**config.mk**
```make
export PLATFORM = sky130hd
export DESIGN_NAME = tvgc_ctrl
export DESIGN_NICKNAME = d
export VERILOG_FILES = /design/src/rtl/core/tvgc_pkg.sv /design/src/rtl/core/tvgc_ctrl.sv
export SDC_FILE = /design/constraint.sdc
export NUM_CORES = 1
export LEC_CHECK = 0
export ABC_AREA = 1
export BUFFER_PORTS_ARGS = -buffer_cell sky130_fd_sc_hd__buf_2
export CAP_MARGIN = 20
export CORE_UTILIZATION = 40
export CTS_BUF_LIST = sky130_fd_sc_hd__clkbuf_8
export DETAILED_ROUTE_END_ITERATION = 16
export PLACE_DENSITY = 0.69
export SLEW_MARGIN = 20
export SYNTH_ARGS = -nofsm -noshare
export SYNTH_HDL_FRONTEND = slang
export SYNTH_SLANG_ARGS = --single-unit
```
**constraint.sdc**
```tcl
create_clock -name clk -period 2.7 [get_ports clk]
set_clock_uncertainty 0.1 [all_clocks]
set_input_delay 0.27 -clock clk [delete_from_list [all_inputs] [get_ports clk]]
set_output_delay 0.27 -clock clk [all_outputs]
set_load 0.02 [all_outputs]
```
**src/rtl/core/tvgc_pkg.sv**
```systemverilog
// shared types, widths and helpers for the tetra volume and gamut clip block
// no dependencies
package tvgc_pkg;

  localparam int LAB_W      = 16;
  localparam int RGB_W      = 15;
  localparam int DIF_W      = 17;
  localparam int CRS_W      = 35;
  localparam int PRD_W      = 52;
  localparam int DET_W      = 55;
  localparam int VOL_W      = 52;
  localparam int SUM_W      = 63;
  localparam int CNT_OUT_W  = 6;
  localparam int STEP_W     = 4;
  localparam int SLOT_W     = 2;
  localparam int CFG_IDX_W  = 8;
  localparam int CFG_DAT_W  = 8;
  localparam int SLACK_W    = 8;
  localparam int FULL_SCALE = 4096;

  localparam logic [SUM_W-1:0]  SUM_MAX   = '1;
  localparam logic [SLOT_W-1:0] LAST_SLOT = 2'd3;

  // determinant sequencer steps, one product issued per step
  localparam logic [STEP_W-1:0] ST_CX_A   = 4'd0;
  localparam logic [STEP_W-1:0] ST_CX_B   = 4'd1;
  localparam logic [STEP_W-1:0] ST_CY_A   = 4'd2;
  localparam logic [STEP_W-1:0] ST_CY_B   = 4'd3;
  localparam logic [STEP_W-1:0] ST_CZ_A   = 4'd4;
  localparam logic [STEP_W-1:0] ST_CZ_B   = 4'd5;
  localparam logic [STEP_W-1:0] ST_DX     = 4'd6;
  localparam logic [STEP_W-1:0] ST_DY     = 4'd7;
  localparam logic [STEP_W-1:0] ST_DZ     = 4'd8;
  localparam logic [STEP_W-1:0] MUL_STEPS = 4'd9;
  localparam logic [STEP_W-1:0] DET_STEPS = 4'd10;

  localparam logic [CFG_IDX_W-1:0] CFG_CLIP_ENABLE = 8'd0;
  localparam logic [CFG_IDX_W-1:0] CFG_GAMUT_SLACK = 8'd1;

  typedef struct packed {
    logic              take;
    logic [SLOT_W-1:0] slot;
    logic              init;
    logic              mul_en;
    logic [STEP_W-1:0] step;
    logic              cnt_en;
    logic              abs_en;
    logic              prod_en;
    logic              accum;
  } tvgc_cmd_t;

  typedef struct packed {
    logic cnt_done;
  } tvgc_sts_t;

  // msb of the result is the saturation flag
  function automatic logic [SUM_W:0] sat_add(input logic [SUM_W-1:0] s,
                                             input logic [SUM_W:0]   a);
    logic [SUM_W+1:0] t;
    t = {2'b00, s} + {1'b0, a};
    if (t > {2'b00, SUM_MAX}) begin
      return {1'b1, SUM_MAX};
    end
    return {1'b0, t[SUM_W-1:0]};
  endfunction

endpackage

```
**src/rtl/core/tvgc_ctrl.sv**
```systemverilog
// controller: corner slots, determinant step sequencing, result handoff
// depends on tvgc_pkg
module tvgc_ctrl import tvgc_pkg::*; (
  input  logic      clk,
  input  logic      rst,
  input  logic      in_valid,
  output logic      in_ready,
  output logic      out_valid,
  input  logic      out_ready,
  output tvgc_cmd_t cmd,
  input  tvgc_sts_t sts
);

  typedef enum logic [2:0] {S_IDLE, S_WORK, S_ABS, S_PROD, S_ACC} state_t;

  state_t            state;
  logic [SLOT_W-1:0] slot;
  logic [STEP_W-1:0] step;
  logic              take;
  logic              free;

  assign in_ready = (state == S_IDLE);
  assign take     = in_valid && in_ready;
  assign free     = !out_valid || out_ready;

  always_ff @(posedge clk) begin
    if (rst) begin
      state     <= S_IDLE;
      slot      <= '0;
      step      <= '0;
      out_valid <= 1'b0;
    end else begin
      if (cmd.accum) begin
        out_valid <= 1'b1;
      end else if (out_ready) begin
        out_valid <= 1'b0;
      end
      unique case (state)
        S_IDLE: begin
          if (take) begin
            if (slot == LAST_SLOT) begin
              slot  <= '0;
              step  <= '0;
              state <= S_WORK;
            end else begin
              slot <= slot + 1'b1;
            end
          end
        end
        S_WORK: begin
          if (step != DET_STEPS) begin
            step <= step + 1'b1;
          end else if (sts.cnt_done) begin
            state <= S_ABS;
          end
        end
        S_ABS:  state <= S_PROD;
        S_PROD: state <= S_ACC;
        S_ACC: begin
          if (free) begin
            state <= S_IDLE;
          end
        end
        default: state <= S_IDLE;
      endcase
    end
  end

  always_comb begin
    cmd         = '0;
    cmd.take    = take;
    cmd.slot    = slot;
    cmd.step    = step;
    cmd.init    = (state == S_WORK) && (step == '0);
    cmd.mul_en  = (state == S_WORK) && (step < MUL_STEPS);
    cmd.cnt_en  = (state == S_WORK) && (step != '0);
    cmd.abs_en  = (state == S_ABS);
    cmd.prod_en = (state == S_PROD);
    cmd.accum   = (state == S_ACC) && free;
  end

endmodule

```
==> results.json, run 1 <==
{
  "outcome": "finished with violations",
  "violations": "DRC",
  "h-tree-depth": 1,
  "critPathLaunchType": "flop",
  "final.setup.tns_ps": 0,
  "min_to": "step[2]",
  "io_pins": 20,
  "grt_pass1_wl_mm": 2.31,
  "reg2reg_to": "step[3]",
  "report.final.setup_viol": 0,
  "rows": 14,
  "path_delay_family": "flip-flops",
  "wire_per_inst_um": 10.1,
  "fin_area_um2": 838,
  "via_per_inst": 4.89,
  "core_um2": 1560,
  "final_common_cell": "buf_2",
  "worstMarginPinSlew_ps": 335,
  "path_clk_slew_ps": 40,
  "slowest_delay_ps": 400,
  "wirelength_mm": 1.35,
  "hold_violations": 0,
  "cp-end-kind": "output port",
  "port_buffers": 19,
  "fmax_mhz": 593,
  "fillCellCount": 150,
  "slew_violations": 0,
  "drc": 2,
  "crit_path_max_fanout": 6,
  "grt_pass1_vias": 560,
  "clock_path_buffers": 2,
  "path_cells": "inv_1 -> ha_1 -> a21oi_1 -> nor2_1 -> buf_2",
  "ys_seq_elements": 10,
  "cts_tree": "built",
  "rsz0062_at_grt": "no",
  "critPathBufInv": 2,
  "grt-ovfl-total": 0,
  "die_area_um2": 1890,
  "antenna_found_initial": 0,
  "start_util": 0.442,
  "syn_area_um2": 689,
  "cts_resized": 0,
  "crit_arrival_ps": 1320,
  "clkSinkCount": 10,
  "final_cell_mix": "buf_2, nand2_1, nor2_1",
  "fp.dieW_um": 43.5,
  "p_total_uw": 875,
  "cts_setup_buffers": 0,
  "ff2ff_setup_slack_ps": 1290,
  "initialDrtViolationCount": 15,
  "ys_warn_count": 0,
  "fin_crit_sh": 0.624,
  "nNetsFinal": 129,
  "track_usage": 0.163,
  "gp_congestion": 0.786,
  "clk-insertion-delay-late_ps": 230,
  "ant_nets": 0,
  "ys_types": 22,
  "ys_async_sr_fraction": 0,
  "ys.flop_type": "dfxtp_1",
  "criticalPathCategory": "reg -> out",
  "die_y_um": 43.5,
  "hold_depth": 2,
  "power_density_nw_per_um2": 1040,
  "diodes": 0,
  "p_leak_nw": 0.407,
  "route.vias.total": 655,
  "vdd_ir_drop_max_uv": 480,
  "numCtsBuffers": 3,
  "reg2reg_depth": 9,
  "holdCritPathClass": "in -> reg",
  "dp.final_hpwl_mm": 1.08,
  "cts_root_buffer": "clkbuf_8",
  "synth.avg_cell_area_um2": 7.11,
  "hp-start": "rst",
  "cp_slowest_cell": "dfxtp_1",
  "synth-seq-area-share": 0.290,
  "drive_above_1_share": 0.339,
  "crit_cells": 5,
  "relSlewSlack": 0.776,
  "worstReg2RegStart": "step[0]",
  "place_area_um2": 797,
  "dr.pass1.iters": 10,
  "grt_max_degree": 8,
  "syn2layout_area_growth_pct": 21.6,
  "synthCells": 97,
  "synth-edff-count": 0,
  "crit_start": "step[0]",
  "maxCapViolCount": 0,
  "cp.required_ps": 2330,
  "synth_fp_nets": 106,
  "cts_hold_buf": 0,
  "period_minus_slack_ps": 1690
}
where the power goes:
group | switching, mW | internal (mW)
clock | 0.0516 | 0.0970
combinational | 0.310 | 0.177
sequential | 0.0558 | 0.184
layout make-up:
cell class                      count  area [um2]  share of cell area
Multi-Input combinational cell     72         424               0.506
Sequential cell                    10         200               0.239
Timing Repair Buffer               19        95.1               0.113
Inverter                           14        57.6              0.0687
Clock buffer                        3        41.3              0.0493
Tap cell                           16        20.0              0.0239
worst register-to-register path, delay by kind of cell (launching register included):
family / cells / cell delay, ps
AND/OR/NAND/NOR: 6 / 500
adder cells (fa/ha/maj): 1 / 200
buffers and inverters: 2 / 150
flip-flops: 1 / 400
Yosys cell counts, types with 2 or more instances:
cell type  number  area [um2]
a21oi_1         5        25.0
dfxtp_1        10         200
ha_1            4        50.1
inv_1          10        37.5
inv_2           3        11.3
nand2_1        17        63.8
nand2_2         2        12.5
nand2_4         4        45.0
nand3_1        10        50.1
nand4_1         2        12.5
nor2_1         15        56.3
nor2_2          4        25.0
nor2_4          2        22.5
per-stage QoR:
| step | util | setup WS (ps) | cells | hold slack, ps |
|---|---|---|---|---|
| 4_1_cts | 0.538 | 1000 | 134 | 200 |
| 5_1_grt | 0.538 | 875 | 134 | 208 |
| 3_3_place_gp | 0.511 | 1300 | 131 | 376 |
| 3_5_place_dp | 0.511 | 1260 | 131 | 379 |
| 2_1_floorplan | - | 1090 | 97 | 239 |
| 6_report | 0.538 | 1010 | 134 | 207 |
cell families after synthesis:
group,Yosys count,share of synthesized area
xor+xnor,1,0.0127
flops,10,0.290
fa+ha+maj,4,0.0726
buf+inv,15,0.0944
compound gates,8,0.0690
simple gates,59,0.461
sequential cells by signal, indices dropped and copies added, names as in the netlist:
signal and count:
slot 2, step 4, out_valid 1, state 3
worst max-delay path by stage:
stage,endpoint
after floorplan,cmd[3]
after global placement,cmd[8]
after detailed placement,cmd[8]
after CTS,cmd[8]
after global routing,cmd[8]
final,cmd[8]
layer usage:
layer,global-route usage,wire length (um),up-vias
met3,0.0250,42,3
met2,0.267,621,16
met5,0,0,-
li1,-,-,352
met4,0.0750,22,0
met1,0.210,663,284
(Power assumes the default switching activity.)
==> run 2: changes to the inputs <==
PLACE_DENSITY = 0.72   (was 0.69)
clock period = 1.55 ns   (was 2.7 ns; I/O delays follow)
==> run 2 against run 1 <==
Against the previous run:
- the flow still finishes with violations (DRC)
- via count grew 0.76%
- worst hold slack lost 130 ps
- register-to-register slack lost 1100 ps
- sequential power grew 80%
- utilization grew 2.2 points
- largest cell class unchanged
- largest power group unchanged
==> results.json, run 2 (same netlist as run 1, synthesis figures left out) <==
{
  "outcome": "finished with violations",
  "violations": "DRC",
  "final_common_cell": "buf_2",
  "worstMarginPinSlew_ps": 234,
  "finalNonFillerCells": 136,
  "route.vias.total": 660,
  "crit_path_max_fanout": 6,
  "drive_above_1_share": 0.400,
  "largest-register": "step",
  "met2WireLength_um": 622,
  "port_buffers": 19,
  "final.setup.tns_ps": 0,
  "io_pins": 20,
  "relSlewSlack": 0.843,
  "wl_met3_um": 37,
  "slew_violations": 0,
  "largestRegisters": "step x4, state x3, slot x2",
  "ant_nets": 0,
  "dr.max_layer_used": "met3",
  "fmax_mhz": 677,
  "p_leak_nw": 0.421,
  "largest_reg_flops": 4,
  "crit_arrival_ps": 1220,
  "drc": 2,
  "grt-ovfl-total": 0,
  "internal_power_uw": 892,
  "grt_max_degree": 8,
  "hold_violations": 0,
  "antenna_found_initial": 0,
  "syn2layout_area_growth_pct": 26.5,
  "numCtsBuffers": 3,
  "ff2ff_setup_slack_ps": 160,
  "fp.dieW_um": 43.5,
  "wirelength_mm": 1.36,
  "nNetsFinal": 130,
  "criticalPathCategory": "reg -> out",
  "cts_hold_buf": 0,
  "gp_congestion": 0.806,
  "report.final.setup_viol": 0,
  "critPathLaunchType": "flop",
  "period_minus_slack_ps": 1480,
  "cts_tree": "built",
  "track_usage": 0.158,
  "final_cell_mix": "buf_2, nand2_1, nor2_1, inv_1, nand3_1",
  "start_util": 0.442,
  "pwr-share-clk": 0.200,
  "grt_pass1_vias": 541,
  "swShare": 0.456,
  "initialDrtViolationCount": 11,
  "maxCapViolCount": 0,
  "dp.final_hpwl_mm": 1.04,
  "core_um2": 1560,
  "h-tree-depth": 1,
  "rows": 14,
  "cp-end-kind": "output port",
  "path_clk_slew_ps": 50,
  "whs_ps": 78.4,
  "diodes": 0,
  "p_switching_uw": 748,
  "dp.cells": 131,
  "die_y_um": 43.5,
  "clkSinkCount": 10,
  "fin_crit_sh": 0.953,
  "clk-insertion-delay-late_ps": 240,
  "wire_per_inst_um": 10.0,
  "grt_pass1_wl_mm": 2.24,
  "cp.required_ps": 1290,
  "dr.pass1.iters": 10,
  "via_per_inst": 4.85,
  "vdd_ir_drop_max_uv": 1110,
  "p_comb_frac": 0.536,
  "m1WireLength_um": 702,
  "seqPwrFrac": 0.263,
  "cts_root_buffer": "clkbuf_8",
  "holdCritPathClass": "in -> reg",
  "power_density_nw_per_um2": 1880,
  "die_area_um2": 1890,
  "rsz0062_at_grt": "no",
  "clock_path_buffers": 2
}
## run 2: cell types whose count changed in the layout (fill, tap and decap cells not counted), sizes merged
cell    before  now
clkbuf       3    4
buf         19   20
## run 2: worst paths after layout
check | startpoint | end | cells past startpoint
worst min register to register | slot[1] | slot[1] | 2
worst max register to register | step[0] | step[1] | 9
worst min-delay path | rst | state[2] | 2
worst max-delay path | step[0] | cmd[8] | 5
## run 2: power by group through the flow
| stage | combinational, mW | sequential (mW) | clock (mW) |
|---|---|---|---|
| after CTS | 0.857 | 0.423 | 0.335 |
| after floorplan | 0.631 | 0.462 | 0 |
| after detailed placement | 0.850 | 0.421 | 0 |
| final | 0.880 | 0.432 | 0.328 |
| after global placement | 0.835 | 0.415 | 0 |
| after global routing | 0.989 | 0.443 | 0.347 |
## run 2: stage by stage
stage / setup WS (ps) / instance area, um2 / utilization / total power [mW]
floorplan: 53.5 / 689 / - / 1.09
global placement: 177 / 797 / 0.511 / 1.25
detailed placement: 159 / 797 / 0.511 / 1.27
CTS: 5.98 / 855 / 0.548 / 1.61
global route: 4.07 / 872 / 0.559 / 1.78
finish: 72.9 / 872 / 0.559 / 1.64
## run 2: layout make-up
type                    count  area [um2]
fillers                   155         687
multi-input cells          72         429
flip-flops and latches     10         208
repair buffers             20         103
inverters                  14        57.6
clock buffers               4        55.1
well taps                  16        20.0
## run 2: what timing repair did
| action | in CTS | in global routing |
|---|---|---|
| gates resized for setup | 2 | 5 |
| setup buffers | 0 | 1 |
| setup endpoints to repair | 2 | 5 |
| pin swaps | 0 | 1 |
## run 2: metal layers
layer  up-vias  track usage
met5         -            0
met4         0       0.0563
met3         0       0.0250
met2        13        0.261
met1       292        0.208
li1        355            -
## run 2: worst max-delay path, cell delays in order (launching register included)
cell	delay, ps
dfxtp_4	370
inv_1	80
ha_2	200
a21oi_1	140
nor2_1	50
buf_2	150
